[src/rtl/core/gqsd_pkg.sv]
// Package for the Gray-coded QAM slicer/demapper.
// Holds payload structs, register indexes, mode codes and field widths.
// No dependencies.
package gqsd_pkg;

   localparam int DATA_W       = 32;
   localparam int SYM_W        = 12;
   localparam int BPS_W        = 4;
   localparam int ALPHA_W      = 31;
   localparam int CSR_IDX_W    = 2;
   localparam int CSR_DATA_W   = 31;
   localparam int MAX_BITS_DEF = 12;

   typedef enum logic [CSR_IDX_W-1:0] {
      CSR_MODE  = 2'd0,
      CSR_BPS   = 2'd1,
      CSR_ALPHA = 2'd2,
      CSR_NONE  = 2'd3
   } csr_index_type;

   typedef enum logic [1:0] {
      MODE_ASK  = 2'd0,
      MODE_QAM  = 2'd1,
      MODE_BPSK = 2'd2,
      MODE_QPSK = 2'd3
   } mode_type;

   typedef struct packed {
      logic signed [DATA_W-1:0] sample_i;
      logic signed [DATA_W-1:0] sample_q;
   } req_type;

   typedef struct packed {
      logic        [SYM_W-1:0]  symbol;
      logic signed [DATA_W-1:0] residual_i;
      logic signed [DATA_W-1:0] residual_q;
   } rsp_type;

endpackage

[src/rtl/core/gqsd_out.sv]
// Output stage: Gray-encodes and packs the decided bits (sign bits in BPSK/QPSK) and holds the result.
// Depends on gqsd_pkg.
module gqsd_out import gqsd_pkg::*; #(
   parameter int MAX_BITS = MAX_BITS_DEF,
   parameter int CNT_W    = $clog2(MAX_BITS + 1)
) (
   input  logic                clock,
   input  logic                reset,
   input  mode_type            mode,
   input  logic [CNT_W-1:0]    n_q,
   input  logic                in_valid,
   output logic                in_ready,
   input  logic [DATA_W-1:0]   in_vi,
   input  logic [DATA_W-1:0]   in_vq,
   input  logic [MAX_BITS-1:0] in_si,
   input  logic [MAX_BITS-1:0] in_sq,
   output logic                rsp_valid,
   input  logic                rsp_ready,
   output rsp_type             rsp
);

   logic                rsp_valid_ff;
   rsp_type             rsp_ff, rsp_in;
   logic [MAX_BITS-1:0] gray_i, gray_q;
   logic [DATA_W-1:0]   packed_sym;
   logic                neg_i, neg_q;

   always_comb begin
      gray_i     = in_si ^ (in_si >> 1);
      gray_q     = in_sq ^ (in_sq >> 1);
      packed_sym = (DATA_W'(gray_i) << n_q) + DATA_W'(gray_q);
      neg_i      = (in_vi == '0) || in_vi[DATA_W-1];
      neg_q      = (in_vq == '0) || in_vq[DATA_W-1];
      rsp_in.symbol     = packed_sym[SYM_W-1:0];
      rsp_in.residual_i = in_vi;
      rsp_in.residual_q = in_vq;
      case (mode)
         MODE_BPSK: begin
            rsp_in.symbol     = SYM_W'(neg_i);
            rsp_in.residual_i = '0;
            rsp_in.residual_q = '0;
         end
         MODE_QPSK: begin
            rsp_in.symbol     = SYM_W'({neg_q, neg_i});
            rsp_in.residual_i = '0;
            rsp_in.residual_q = '0;
         end
         default: begin
         end
      endcase
   end

   assign in_ready = !rsp_valid_ff || rsp_ready;

   always_ff @(posedge clock) begin
      if (reset) begin
         rsp_valid_ff <= 1'b0;
      end else if (in_ready) begin
         rsp_valid_ff <= in_valid;
      end
   end

   always_ff @(posedge clock) begin
      if (in_valid && in_ready) begin
         rsp_ff <= rsp_in;
      end
   end

   assign rsp_valid = rsp_valid_ff;
   assign rsp       = rsp_ff;

endmodule

[config.mk]
export PLATFORM = sky130hd
export DESIGN_NAME = gqsd_out
export DESIGN_NICKNAME = d
export VERILOG_FILES = /design/src/rtl/core/gqsd_pkg.sv /design/src/rtl/core/gqsd_out.sv
export SDC_FILE = /design/constraint.sdc
export NUM_CORES = 1
export LEC_CHECK = 0
export BUFFER_PORTS_ARGS = -buffer_cell sky130_fd_sc_hd__buf_2
export CAP_MARGIN = 30
export CORE_MARGIN = 2
export CORE_UTILIZATION = 25
export DETAILED_ROUTE_END_ITERATION = 7
export PLACE_DENSITY = 0.56
export SYNTH_ARGS = -nofsm -noshare
export SYNTH_HDL_FRONTEND = slang
export SYNTH_SLANG_ARGS = --single-unit
[constraint.sdc]
create_clock -name clock -period 6.35 [get_ports clock]
set_input_delay 0.3175 -clock clock [delete_from_list [all_inputs] [get_ports clock]]
set_output_delay 0.3175 -clock clock [all_outputs]
set_load 0.03 [all_outputs]
==> flow_summary.toml <==
[worst_setup_path]
reg2reg_depth = 3
crit_end = "rsp[72]"
r2r-end = "rsp[51]"
timing.rr.start = "rsp_valid"
path_cells = "buf_2 -> mux2i_1 -> mux2_2 -> or2_2 -> nor2_1 -> ha_1 -> o21ai_0 -> a21boi_0 -> o21a_1 -> o41ai_1 -> mux2_2"
crit_start = "n_q[0]"
cp-end-kind = "flop"
critical_path_class = "in2reg"
worstPathArrival_ps = 3210
cp_common_cell = "mux2_2"
start_kind = "input port"
max_stage_delay_ps = 390
rrSetupSlack_ps = 5020
crit_path_max_fanout = 13
required_ps = 6420
cp_slowest_cell = "mux2_2"

[detailed_routing]
dr.pass1.iters = 4
avgViaCountPerCell = 4.40
routedWlPerCell_um = 14.6
wl_um = 10800
drcViolationCount = 0
drtAntennaViolNets = 0
dr_total_vias = 3248
first_iter_violations = 161

[timing]
period_share_pct = 49.4
rsz0062_at_grt = "false"
finalHoldViolCount = 0
max_slew.worst_pin.slew_ps = 782
fmax_mhz = 319
clock_skew_ps = 5.45
finalCriticalPeriod_ps = 3140
drv_slew = 0
finalSetupTns_ps = 0
setup_violations = 0
max_slew_margin_pct = 47.9

[clock_network]
cts_tree = "yes"
cts-root-buf = "clkbuf_16"
cts_made_buffers = 9
cts.clk_slew.worst_paths_ps = 60
cts.sinks = 77
cts_resized = 0
clock_latency_ps = 320
clockBufferDepth = 2
post_cts_buffers = 0
h-tree-depth = 3
holdBufCountCts = 0

[global_route]
busiest_layer = "met2"
met1_usage_pct = 15.4
grt_pass1_vias = 3267
grt_start_max_net_pins = 81
antenna_found_initial = 0
overflow = 0
grt_use_total_pct = 12.2
grt.met2_usage_pct = 19.5
grt_use_met3_pct = 3.84
grt_pass1_wl_um = 16900

[power_and_ir_drop]
p_int_uw = 1020
clkPwrFrac_pct = 34.5
swShare_pct = 27.8
power_density_nw_per_um2 = 258
p_seq_share_pct = 43.2
power_leakage_uw = 0.00232
p_sw_uw = 395
p_comb_share_pct = 22.3
ir_drop_mv = 0.106

[synth]
synth_most_common_cell = "edfxtp_1"
netlist_top_cells_count = "edfxtp_1 (76), nor2b_1 (67), nor2_1 (24)"
ys_top_cells_by_area = "edfxtp_1 (56%), nor2b_1 (10%), xor2_1 (4.1%)"
ys_seq_area_share_pct = 56.1
yosysTopAreaCell = "edfxtp_1"
synth_ff_type = "edfxtp_1"
synthDistinctLibCells = 45
synth-async-reset-ratio_pct = 0
syn_area_sq_um = 4100
synth-seq-cells = 77
syn_nets = 455
syn_avg_cell_area_sq_um = 11.9
synthCells = 345
ys_warn_count = 0
synth_top_area_share_pct = 55.7
synth_edf_count = 76

[layout]
syn_to_final_growth_pct = 34.2
nets = 628
drive_above_1_share_pct = 38.0
num_antenna_cells = 0
multi_input_area_sq_um = 1700
fill_cells = 1619
design_area_sq_um = 5500
seqCellArea_sq_um = 2300

[floorplan]
dieArea_sq_um = 17400
start_util_pct = 25.7
die_h_um = 132
coreArea_sq_um = 15900
die_x_um = 132
rows = 46
io_pins = 176

[hold_path]
hp-class = "in2reg"

[job]
maxCapViolCount = 0

[placement]
hpwl_um = 8350
port_buffers = 175
dpl_cell_area_sq_um = 5190
place.gp.congestion = 0.847

[status]
outcome = "complete, no violations"
-- flip-flops by register name, summed over array words and instances, names as in the netlist --
| register | cells |
|---|---|
| rsp | 76 |
| rsp_valid | 1 |
-- cell type report --
type / count / share of cell area, %
clock buffers: 12 / 4.30
clock inverters: 4 / 0.932
inverters: 9 / 0.614
multi-input cells: 244 / 30.9
flip-flops and latches: 77 / 41.8
well taps: 216 / 4.91
repair buffers: 177 / 16.6
-- power groups by stage --
stage,registers (uW),logic (uW),clock network [uW]
6_report,613,317,490
3_3_place_gp,624,313,0
3_5_place_dp,624,315,0
4_1_cts,614,317,509
2_1_floorplan,701,132,0
5_1_grt,616,345,533
-- placed cells by master (no fill, tap or decap), drive strengths merged, types with 3 or more instances in the layout --
cell type / synthesis / final
a211oi: 6 / 6
a21oi: 9 / 9
buf: 3 / 177
clkbuf: 12 / 12
edfxtp: 76 / 76
ha: 11 / 11
inv: 9 / 9
mux2: 3 / 3
mux2i: 15 / 15
nand2: 8 / 8
nand2b: 6 / 6
nand4: 5 / 5
nor2: 24 / 24
nor2b: 67 / 67
nor3: 9 / 9
nor4: 15 / 15
o21ai: 7 / 7
or2: 3 / 3
xnor2: 8 / 8
xor2: 19 / 19
-- kinds of logic after synthesis --
kind of cell	Yosys count	synth area share [%]
flops	77	56.1
buf+inv	24	2.50
mux	19	5.13
fa+ha+maj	12	3.84
xor+xnor	27	5.77
compound gates	40	6.47
simple gates	146	20.1
-- worst min path at each step --
stage / from / endpoint / cells after the start
CTS: reset / rsp_valid / 2
floorplan: reset / rsp_valid / 1
global route: reset / rsp_valid / 2
finish: reset / rsp_valid / 2
global placement: reset / rsp_valid / 2
detailed placement: reset / rsp_valid / 2
-- worst max-delay path, delay by kind of cell --
family          cells  cell delay, ps
buf+inv             1             300
mux                 3            1090
fa+ha+maj           1             270
compound gates      4             820
simple gates        2             410
-- metrics by stage --
step | cells | hold WS (ps) | worst slack (ps) | total power, uW | util (%)
after floorplan | 345 | 387 | 3320 | 833 | -
after global placement | 722 | 472 | 2970 | 937 | 32.5
after detailed placement | 722 | 486 | 2900 | 940 | 32.5
after CTS | 738 | 134 | 3210 | 1440 | 34.3
after global routing | 739 | 132 | 2950 | 1490 | 34.5
final | 739 | 152 | 3210 | 1420 | 34.5
-- per-layer routing --
metal	up-vias	share of wire, %
li1	1600	-
met4	0	1.6
met3	13	8.2
met1	1493	44
met2	142	46
met5	-	0
No activity file was read; power rests on OpenSTA's default activity.
