--- src/rtl/core/gqsd_pkg.sv ---
// Package for the Gray-coded QAM slicer/demapper.
// Holds payload structs, register indexes, mode codes and field widths.
// No dependencies.
package gqsd_pkg;

   localparam int DATA_W       = 32;
   localparam int SYM_W        = 12;
   localparam int BPS_W        = 4;
   localparam int ALPHA_W      = 31;
   localparam int CSR_IDX_W    = 2;
   localparam int CSR_DATA_W   = 31;
   localparam int MAX_BITS_DEF = 12;

   typedef enum logic [CSR_IDX_W-1:0] {
      CSR_MODE  = 2'd0,
      CSR_BPS   = 2'd1,
      CSR_ALPHA = 2'd2,
      CSR_NONE  = 2'd3
   } csr_index_type;

   typedef enum logic [1:0] {
      MODE_ASK  = 2'd0,
      MODE_QAM  = 2'd1,
      MODE_BPSK = 2'd2,
      MODE_QPSK = 2'd3
   } mode_type;

   typedef struct packed {
      logic signed [DATA_W-1:0] sample_i;
      logic signed [DATA_W-1:0] sample_q;
   } req_type;

   typedef struct packed {
      logic        [SYM_W-1:0]  symbol;
      logic signed [DATA_W-1:0] residual_i;
      logic signed [DATA_W-1:0] residual_q;
   } rsp_type;

endpackage

--- src/rtl/core/gqsd_step.sv ---
// One successive-approximation slicer stage: decides at most one bit on I and one on Q, as each is active.
// Depends on gqsd_pkg.
module gqsd_step import gqsd_pkg::*; #(
   parameter int MAX_BITS = MAX_BITS_DEF,
   parameter int STEP     = 0,
   parameter int CNT_W    = $clog2(MAX_BITS + 1)
) (
   input  logic                clock,
   input  logic                reset,
   input  logic [ALPHA_W-1:0]  alpha,
   input  logic [CNT_W-1:0]    n_i,
   input  logic [CNT_W-1:0]    n_q,
   input  logic                in_valid,
   output logic                in_ready,
   input  logic [DATA_W-1:0]   in_vi,
   input  logic [DATA_W-1:0]   in_vq,
   input  logic [MAX_BITS-1:0] in_si,
   input  logic [MAX_BITS-1:0] in_sq,
   output logic                out_valid,
   input  logic                out_ready,
   output logic [DATA_W-1:0]   out_vi,
   output logic [DATA_W-1:0]   out_vq,
   output logic [MAX_BITS-1:0] out_si,
   output logic [MAX_BITS-1:0] out_sq
);

   logic                valid_ff;
   logic [DATA_W-1:0]   vi_ff, vi_in;
   logic [DATA_W-1:0]   vq_ff, vq_in;
   logic [MAX_BITS-1:0] si_ff, si_in;
   logic [MAX_BITS-1:0] sq_ff, sq_in;
   logic                act_i, act_q, pos_i, pos_q;
   logic [CNT_W-1:0]    k_i, k_q;
   logic [DATA_W-1:0]   ref_i, ref_q;
   logic                load;

   always_comb begin
      act_i = 32'(n_i) > STEP;
      act_q = 32'(n_q) > STEP;
      k_i   = CNT_W'(32'(n_i) - 32'(STEP) - 32'd1);
      k_q   = CNT_W'(32'(n_q) - 32'(STEP) - 32'd1);
      ref_i = {1'b0, alpha} << k_i;
      ref_q = {1'b0, alpha} << k_q;
      pos_i = (in_vi != '0) && !in_vi[DATA_W-1];
      pos_q = (in_vq != '0) && !in_vq[DATA_W-1];
      vi_in = in_vi;
      si_in = in_si;
      vq_in = in_vq;
      sq_in = in_sq;
      if (act_i) begin
         si_in = {in_si[MAX_BITS-2:0], pos_i};
         vi_in = pos_i ? in_vi - ref_i : in_vi + ref_i;
      end
      if (act_q) begin
         sq_in = {in_sq[MAX_BITS-2:0], pos_q};
         vq_in = pos_q ? in_vq - ref_q : in_vq + ref_q;
      end
   end

   assign in_ready = !valid_ff || out_ready;
   assign load     = in_valid && in_ready;

   always_ff @(posedge clock) begin
      if (reset) begin
         valid_ff <= 1'b0;
      end else if (in_ready) begin
         valid_ff <= in_valid;
      end
   end

   always_ff @(posedge clock) begin
      if (load) begin
         vi_ff <= vi_in;
         vq_ff <= vq_in;
         si_ff <= si_in;
         sq_ff <= sq_in;
      end
   end

   assign out_valid = valid_ff;
   assign out_vi    = vi_ff;
   assign out_vq    = vq_ff;
   assign out_si    = si_ff;
   assign out_sq    = sq_ff;

endmodule

--- config.mk ---
export PLATFORM = sky130hd
export DESIGN_NAME = gqsd_step
export DESIGN_NICKNAME = d
export VERILOG_FILES = /design/src/rtl/core/gqsd_pkg.sv /design/src/rtl/core/gqsd_step.sv
export SDC_FILE = /design/constraint.sdc
export NUM_CORES = 1
export LEC_CHECK = 0
export ABC_AREA = 1
export BUFFER_PORTS_ARGS = -buffer_cell sky130_fd_sc_hd__buf_2
export CAP_MARGIN = 10
export CORE_MARGIN = 2
export CORE_UTILIZATION = 53
export DETAILED_ROUTE_END_ITERATION = 10
export PLACE_DENSITY_LB_ADDON = 0.2
export RECOVER_POWER = 50
export SYNTH_ARGS = -nofsm -noshare
export SYNTH_HDL_FRONTEND = slang
export SYNTH_SLANG_ARGS = --single-unit
--- constraint.sdc ---
create_clock -name clock -period 5.35 [get_ports clock]
set_input_delay 0.8025 -clock clock [delete_from_list [all_inputs] [get_ports clock]]
set_output_delay 0.8025 -clock clock [all_outputs]
set_load 0.02 [all_outputs]
==> flow_summary.toml, run 1 <==
[pwr]
netSwitchingPower_mw = 1.96
p_leak_nw = 6.51
intPower_mw = 2.09
sequentialPowerShare_pct = 24.6
switching_share_pct = 48.4
peakVddDrop_uv = 164
p_per_area_nw_per_um2 = 301
pwr-share-comb_pct = 59.2
p_clk_share_pct = 16.2

[floorplan]
boundaryPins = 221
initial_utilization_pct = 54.2
coreArea_um2 = 22000
fp.dieW_um = 154
std_cell_rows = 54
die_h_um = 154
die_area_um2 = 23700

[clock_network]
clock-sinks = 89
worstSkewPairLatency_ns = 0.35
hold_buffers = 0
cts_setup_buffers = 0
post_cts_resized = 0
cts_tree = "yes"
cts_buffers = 9
path_clk_slew_ns = 0.08
clock_path_buffers = 2
cts_root_buf = "clkbuf_16"
h-tree-depth = 3

[synth]
yosysMostFrequentCell = "nand2_1"
synth_seq_area_share_pct = 22.4
post_synth_most_frequent_cells = "637 x nand2_1, 354 x nand3_1, 172 x inv_1, 127 x nor2_1, 95 x a21oi_1"
netlist_instances = 1955
ys.flop_type = "edfxtp_1"
synth_async_sr_flop_share_pct = 0
syn_area_um2 = 11900
yosys.area.top_type = "edfxtp_1"
yosysWarnings = 0
synth_top_area_share_pct = 22.2
ys_seq_elements = 89
synth_fp_nets = 2154
synth_edf_count = 88
synthTopCellsByArea = "edfxtp_1 22%, nand2_1 20%, nand3_1 15%, ha_1 6.9%, inv_1 5.4%"
syn_area_per_cell_um2 = 6.09
ys_types = 42

[placed_design]
post-dp-hpwl_um = 31000
gp_congestion = 1.00
place_area_um2 = 13300
port-buffer-count = 220

[finish]
syn_to_final_growth_pct = 13.1
design_area_um2 = 13500
num-fill-cells = 2241
nNetsFinal = 2351
drive_gt1_share_pct = 11.1
n_antenna_cell = 0

[setup_path]
end_kind = "flip-flop"
critPathMaxFanout = 32
reg2reg_setup_slack_ns = 2.77
start_kind = "primary input"
critical_path_class = "primary input to flip-flop"
worstPathRequired_ns = 5.37
arrival_ns = 4.92

[grt]
grt_pass1_vias = 12500
grt_pass1_wl_um = 62000
track_usage_pct = 31.9
overflow = 0
grt_start_max_net_pins = 89
antenna_found_initial = 1

[sta]
worst_pin_slew_ns = 2.25
timing.slew.headroom_pct = -50.1
max_freq_mhz = 204
grt_setup_unrepaired = "false"
fin_crit_sh_pct = 91.4
finalSetupTns_ns = 0
slew_viol_final = 181
hold_slack_ns = 0.549
hold_violations = 0
min_period_ns = 4.89
fin_skew_ns = 0.0118
setup_violations = 0

[status]
violations = "capacitance limit, slew limit"
status = "finished, violations left"

[detailed_routing]
drc = 0
drt_wl_total_um = 38400
wl_per_cell_um = 15.8
drtIter0Drc = 1252
first_pass_iters = 6
postRouteAntennaNets = 0
viasPerCell = 5.73
dr_total_vias = 14000

[flow_run]
drv_cap = 3

[min_path]
hp-class = "flip-flop to flip-flop"
[worst max-delay path, stage by stage]
cell     delay, ns
buf_2         0.12
inv_2         0.06
buf_4         0.29
nand3_1       0.16
nand2_1       0.10
nand2_2       0.25
nand4_1       0.30
nand2_1       0.11
nor3_1        0.21
nand2_1       0.15
nor2_1        0.21
nand2_1       0.10
nand2_1       0.10
o21ai_0       0.11
xor2_1        0.17
ha_1          0.39
nand2_1       0.14
nor2_1        0.21
inv_1         0.07
o21ai_0       0.35
a21oi_1       0.17
xor2_1        0.21
o21ai_0       0.11
[power groups by stage]
stage / Combinational, mW / Sequential [mW] / Clock [mW]
CTS: 2.38 / 0.990 / 0.660
detailed placement: 2.37 / 1.00 / 0
finish: 2.40 / 0.995 / 0.657
global placement: 2.34 / 1.00 / 0
global route: 2.67 / 1.01 / 0.688
floorplan: 1.57 / 1.17 / 0
[flip-flops by register name, summed over array words and instances, names as in the netlist]
signal,flops
out_si,12
out_sq,12
out_vi,32
out_valid,1
out_vq,32
[logic make-up after synthesis]
logic type	count (synthesis)	synth area share, %
and+or+nand+nor	1227	44.7
AOI/OAI and AO/OA	256	12.1
buffers and inverters	250	8.74
DFF	89	22.4
adders and majority gates	68	7.28
xor gates and xnor gates	65	4.78
[metal layers]
| metal | track usage, % | part of all wire [%] | up-vias | wire (um) |
|---|---|---|---|---|
| li1 | - | - | 6997 | - |
| met2 | 51.7 | 45 | 625 | 17100 |
| met4 | 7.30 | 1.8 | 2 | 704 |
| met5 | 0 | 0.034 | - | 13 |
| met1 | 44.9 | 45 | 6262 | 17400 |
| met3 | 5.05 | 8.3 | 68 | 3180 |
[final timing paths]
path	from	to	depth (start not counted)
setup reg to reg	out_valid$_SDFFE_PP0N_	out_si[0]$_DFFE_PP_	2
setup / recovery	n_q[0]	out_vq[21]$_DFFE_PP_	23
hold reg to reg	out_valid$_SDFFE_PP0N_	out_valid$_SDFFE_PP0N_	2
hold / removal	out_valid$_SDFFE_PP0N_	out_valid$_SDFFE_PP0N_	2
[stage by stage]
step	utilization (%)	power [mW]	std cells	worst slack [ns]
2_1_floorplan	-	2.74	1955	0.721
3_3_place_gp	60.4	3.34	2421	0.242
3_5_place_dp	60.4	3.37	2421	0.114
4_1_cts	61.8	4.03	2437	0.485
5_1_grt	61.3	4.37	2437	0.0283
6_report	61.3	4.05	2437	0.459
[placed cells by master, fill, tap and decap left out, types with 2 or more instances in the layout]
| cell type | n |
|---|---|
| o21ai_0 | 85 |
| inv_6 | 2 |
| or2_2 | 34 |
| o21a_1 | 4 |
| o21bai_1 | 5 |
| clkbuf_16 | 9 |
| nand4_1 | 27 |
| a221oi_1 | 2 |
| o221ai_1 | 7 |
| xnor2_1 | 13 |
| a31oi_1 | 15 |
| nand3_1 | 354 |
| o21ai_1 | 12 |
| inv_1 | 172 |
| nor2_2 | 6 |
| xor2_1 | 52 |
| inv_8 | 3 |
| nor2_1 | 125 |
| buf_4 | 29 |
| nand3b_1 | 2 |
| o21ai_2 | 4 |
| nor3_1 | 16 |
| edfxtp_1 | 88 |
| nor4_1 | 17 |
| nand2_1 | 637 |
| a21boi_0 | 6 |
| clkbuf_1 | 92 |
| a21o_1 | 12 |
| o31ai_1 | 4 |
| fa_1 | 2 |
| nand2_2 | 6 |
| buf_2 | 130 |
| ha_1 | 66 |
| a21oi_1 | 93 |
| inv_2 | 8 |
| clkinv_1 | 2 |
[area by class of cell]
type	count	area, um2	area share, %
multi-input combinational	1616	8220	61.1
inverter	183	689	5.12
timing repair buffer	253	1240	9.21
sequential	89	2660	19.8
clock buffer	9	225	1.67
tap	280	350	2.60
clock inverter	7	67.6	0.502
Power figures use the tool's default switching activity.
==> inputs of run 2 (changes only) <==
- CTS_BUF_LIST: default -> sky130_fd_sc_hd__clkbuf_16
- REMOVE_ABC_BUFFERS: default -> 1
==> run 2 against run 1 <==
Against the previous run: largest cell class unchanged; register-to-register slack better by 0.03 ns; flip-flop and latch count stayed put; final cell count is 0.49% higher; fmax is 2.0% lower; the run still ends with capacitance limit, slew limit left; sequential power hardly changed; largest power group unchanged; design area is 0.74% higher; highest routed layer is now met4; utilization is 0.46 points higher; combinational power is 2% higher; worst hold slack worse by 0.0034 ns; sequential share of layout area is 0.15 points lower.
==> flow_summary.toml, run 2 (synthesis results as in run 1) <==
[finish]
num-fill-cells = 2186
syn_to_final_growth_pct = 13.9
finish.utilization_pct = 61.7
seqCellArea_um2 = 2660
drive_gt1_share_pct = 11.6
mostFrequentLayoutCells = "637 x nand2_1, 354 x nand3_1, 172 x inv_1"
nNetsFinal = 2362
multiInputGateArea_um2 = 8220
layout_commonest_cell = "nand2_1"

[sta]
hold_violations = 0
grt_setup_unrepaired = "false"
timing.slew.headroom_pct = -48.3
max_freq_mhz = 200
postLayoutSetupSlackWorst_ns = 0.357
slew_viol_final = 182
worst_pin_slew_ns = 2.22
setup_violations = 0
min_period_ns = 4.99
fin_skew_ns = 0.0149
fin_crit_sh_pct = 93.3

[floorplan]
boundaryPins = 221
coreArea_um2 = 22000
std_cell_rows = 54
fp.dieW_um = 154
die_area_um2 = 23700
initial_utilization_pct = 54.2
die_h_um = 154

[setup_path]
reg2reg_setup_slack_ns = 2.80
end_kind = "flip-flop"
cp_slowest_cell = "o21ai_0"
start_kind = "primary input"
crit_path_frequent_cell = "nand2_1"
crit_buf_inv = 4
critPathMaxFanout = 30
max_stage_delay_ns = 0.41
arrival_ns = 5.11
cpLargestDelayFamily = "simple AND/OR/NAND/NOR gates"
worstPathRequired_ns = 5.46
critical_path_class = "primary input to flip-flop"

[flow_run]
drv_cap = 3

[detailed_routing]
postRouteAntennaNets = 0
dr_total_vias = 14000
first_pass_iters = 5
drt_wl_total_um = 39400
wl_per_cell_um = 16.1
drc = 0
viasPerCell = 5.70
drtIter0Drc = 1407

[placed_design]
port-buffer-count = 220
dp_slack_ns = -0.0490
post-dp-hpwl_um = 31600
gp_congestion = 1.00

[grt]
track_usage_pct = 32.9
grt_pass1_wl_um = 63800
antenna_found_initial = 1
overflow = 0
grt_start_max_net_pins = 89
grt_pass1_vias = 12600

[pwr]
p_per_area_nw_per_um2 = 303
p_leak_nw = 6.56
peakVddDrop_uv = 157

[clock_network]
clock_path_buffers = 2
path_clk_slew_ns = 0.08
cts_tree = "yes"
clock-sinks = 89
h-tree-depth = 3
cts_buffers = 9
cts_root_buf = "clkbuf_16"
worstSkewPairLatency_ns = 0.37
hold_buffers = 0

[status]
status = "finished, violations left"
violations = "capacitance limit, slew limit"

[min_path]
hp-class = "flip-flop to flip-flop"
-- run 2: changes by cell type in the layout (fill, tap and decap cells not counted), sizes merged --
cell / change
buf: +12
clkinvlp: +1
clkbuf: -1
inv: -1
diode: +1
-- run 2: timing repair --
action / CTS / global route
buffers inserted: 0 / 0
resized for setup: 0 / 2
setup endpoints to repair: 0 / 1
-- run 2: layer usage --
layer | global-route usage [%] | vias up | wire length, um
li1 | - | 7016 | -
met1 | 50.7 | 6275 | 19000
met2 | 48.6 | 629 | 16300
met3 | 4.43 | 47 | 3390
met4 | 7.70 | 0 | 629
met5 | 0 | - | 0
-- run 2: worst paths after layout --
path | cells past startpoint | end | from
worst max-delay path | 25 | out_vi[28]$_DFFE_PP_ | n_i[0]
worst min-delay path | 2 | out_valid$_SDFFE_PP0N_ | out_valid$_SDFFE_PP0N_
worst max register to register | 2 | out_vi[0]$_DFFE_PP_ | out_valid$_SDFFE_PP0N_
worst min register to register | 2 | out_valid$_SDFFE_PP0N_ | out_valid$_SDFFE_PP0N_
-- run 2: worst min-delay path, delay by kind of cell (launching register included) --
kind | cells | cell delay, ns
AND/OR/NAND/NOR | 1 | 0.10
AO/OA/AOI/OAI | 1 | 0.06
flip-flops | 1 | 0.35
-- run 2: area by class of cell --
cell class	count	area share, %
diodes	1	0.0185
clock buffers	9	1.66
clock inverters	7	0.526
inverters	183	5.07
multi-input cells	1616	60.6
flip-flops and latches	89	19.6
well taps	280	2.58
repair buffers	264	9.85
-- run 2: through the flow --
| stage | setup TNS [ns] | cells | total power [mW] | hold slack (ns) | area [um2] |
|---|---|---|---|---|---|
| 3_5_place_dp | -0.0490 | 2432 | 3.42 | 0.544 | 13400 |
| 2_1_floorplan | -27.37 | 1888 | 2.71 | 0.705 | 11500 |
| 5_1_grt | 0 | 2449 | 4.43 | 0.573 | 13600 |
| 3_3_place_gp | -0.00246 | 2432 | 3.40 | 0.535 | 13400 |
| 4_1_cts | 0 | 2448 | 4.10 | 0.554 | 13700 |
| 6_report | 0 | 2449 | 4.11 | 0.545 | 13600 |
-- run 2: where the power goes --
part / leakage, nW / switching (mW) / total, mW / internal [mW]
Combinational: 5.57 / 1.62 / 2.44 / 0.828
Clock: 0.139 / 0.339 / 0.669 / 0.330
Sequential: 0.858 / 0.0308 / 0.992 / 0.962
==> inputs of run 3 (changes only) <==
--- a/config.mk
+++ b/config.mk
@@ -10,3 +10,3 @@
 export CAP_MARGIN = 10
-export CORE_MARGIN = 2
+export CORE_MARGIN = 1
 export CORE_UTILIZATION = 53
@@ -17,2 +17,3 @@
 export REMOVE_ABC_BUFFERS = 1
+export SKIP_LAST_GASP = 1
 export SYNTH_ARGS = -nofsm -noshare
==> constraint.sdc (replaced) <==
create_clock -name clock -period 5.35 [get_ports clock]
set_input_delay 0.535 -clock clock [delete_from_list [all_inputs] [get_ports clock]]
set_output_delay 0.535 -clock clock [all_outputs]
set_load 0.02 [all_outputs]
==> run 3 against run 2 <==
Against the previous run: the flow still finishes with violations (capacitance limit, slew limit); largest cell class unchanged; sequential share of layout area increased by 0.20 points; critical path type unchanged; first-iteration DRC count decreased by 3.7%; clock-buffer cell count unchanged; design area decreased by 1.0%; critical endpoint is now out_vq[26]$_DFFE_PP_; global-route usage increased by 0.73 points; utilization decreased by 0.44 points; final cell count decreased by 0.65%.
==> flow_summary.toml, run 3 (synthesis results as in run 1) <==
[status]
status = "finished, violations left"
violations = "capacitance limit, slew limit"

[finish]
n_antenna_cell = 0
mostFrequentLayoutCells = "637 x nand2_1, 354 x nand3_1, 172 x inv_1"
layout_commonest_cell = "nand2_1"
drive_gt1_share_pct = 10.9
syn_to_final_growth_pct = 12.8
nNetsFinal = 2347
num-fill-cells = 2273

[clock_network]
clock-sinks = 89
post_cts_resized = 0
cts_root_buf = "clkbuf_16"
cts_buffers = 9
h-tree-depth = 3
path_clk_slew_ns = 0.08
worstSkewPairLatency_ns = 0.37
cts_setup_buffers = 0
clock_path_buffers = 2
hold_buffers = 0
cts_tree = "yes"

[sta]
fin_skew_ns = 0.00880
max_freq_mhz = 200
fin_crit_sh_pct = 93.3
slew_viol_final = 135
min_period_ns = 4.99
grt_setup_unrepaired = "false"
setup_violations = 0
hold_violations = 0
hold_slack_ns = 0.321
worst_pin_slew_ns = 2.31
timing.slew.headroom_pct = -54.0
finalSetupTns_ns = 0

[pwr]
p_clk_share_pct = 16.3
netSwitchingPower_mw = 1.98
peakVddDrop_uv = 158
switching_share_pct = 48.7
p_leak_nw = 6.49
intPower_mw = 2.09
pwr-share-comb_pct = 59.2
p_per_area_nw_per_um2 = 303
sequentialPowerShare_pct = 24.5

[grt]
overflow = 0
antenna_found_initial = 0
grt_pass1_wl_um = 63800
track_usage_pct = 33.7
grt_pass1_vias = 12700
grt_start_max_net_pins = 89

[floorplan]
initial_utilization_pct = 54.3
die_h_um = 152
coreArea_um2 = 21900
boundaryPins = 221
std_cell_rows = 54
fp.dieW_um = 152
die_area_um2 = 23100

[setup_path]
worstPathRequired_ns = 5.48
r2r_end = "out_vi[3]$_DFFE_PP_"
r2r_start = "out_valid$_SDFFE_PP0N_"
start_kind = "primary input"
cpLargestDelayFamily = "simple AND/OR/NAND/NOR gates"
critical_path_class = "primary input to flip-flop"
critPathMaxFanout = 8
reg2reg_setup_slack_ns = 2.73
reg2reg_depth = 2
crit_buf_inv = 6
arrival_ns = 5.12
end_kind = "flip-flop"
crit_path_frequent_cell = "nand2_1"
max_stage_delay_ns = 0.44
cp_slowest_cell = "ha_1"

[placed_design]
post-dp-hpwl_um = 31700
gp_congestion = 0.990
port-buffer-count = 220

[detailed_routing]
viasPerCell = 5.72
drtIter0Drc = 1355
drt_wl_total_um = 39500
wl_per_cell_um = 16.2
dr_total_vias = 13900
postRouteAntennaNets = 0
first_pass_iters = 5
drc = 0

[min_path]
min_to = "out_valid$_SDFFE_PP0N_"
hp-start = "reset"
hp-class = "primary input to flip-flop"
whs_path_depth = 2

[flow_run]
drv_cap = 2
==> run 3: changes by cell type in the layout (fill, tap and decap cells not counted), sizes merged <==
cell	before	now
buf	172	157
clkinv	3	4
diode	1	0
inv	185	184
==> run 3: worst max-delay path by stage <==
stage | start | to | slack (ns) | cells after the start
final | n_q[0] | out_vq[26]$_DFFE_PP_ | 0.36 | 28
after global routing | n_q[0] | out_vq[26]$_DFFE_PP_ | 0.007 | 28
after CTS | n_q[0] | out_vq[26]$_DFFE_PP_ | 0.52 | 28
after detailed placement | n_q[0] | out_vq[26]$_DFFE_PP_ | 0.14 | 28
after global placement | n_q[0] | out_vq[26]$_DFFE_PP_ | 0.21 | 26
after floorplan | in_valid | out_si[0]$_DFFE_PP_ | -0.04 | 2
==> run 3: metal layers <==
| layer | share of wire, % | global-route usage [%] | vias up |
|---|---|---|---|
| met2 | 43 | 51.1 | 622 |
| met3 | 8.6 | 5.11 | 36 |
| met1 | 47 | 50.2 | 6271 |
| met5 | 0 | 0 | - |
| li1 | - | - | 6979 |
| met4 | 1.2 | 6.86 | 0 |
==> run 3: area by class of cell <==
type	instances	area [um2]	share of cell area, %
Clock buffer	9	225	1.68
Clock inverter	7	73.8	0.550
Inverter	183	687	5.12
Multi-Input combinational cell	1616	8220	61.2
Sequential cell	89	2660	19.8
Tap cell	280	350	2.61
Timing Repair Buffer	249	1200	8.94
==> run 3: power groups by stage <==
| stage | clock (mW) | sequential [mW] | combinational (mW) |
|---|---|---|---|
| 5_1_grt | 0.691 | 1.01 | 2.69 |
| 3_5_place_dp | 0 | 1.01 | 2.38 |
| 6_report | 0.661 | 0.996 | 2.41 |
| 2_1_floorplan | 0 | 1.18 | 1.53 |
| 3_3_place_gp | 0 | 1.00 | 2.35 |
| 4_1_cts | 0.677 | 0.991 | 2.39 |
==> run 3: through the flow <==
stage	std cells	power [mW]	util [%]	instance area [um2]	setup slack, ns
2_1_floorplan	1888	2.71	-	11500	-0.0434
3_3_place_gp	2417	3.35	60.5	13200	0.210
3_5_place_dp	2417	3.39	60.5	13200	0.144
4_1_cts	2433	4.06	61.8	13500	0.524
5_1_grt	2433	4.39	61.3	13400	0.00713
6_report	2433	4.06	61.3	13400	0.360
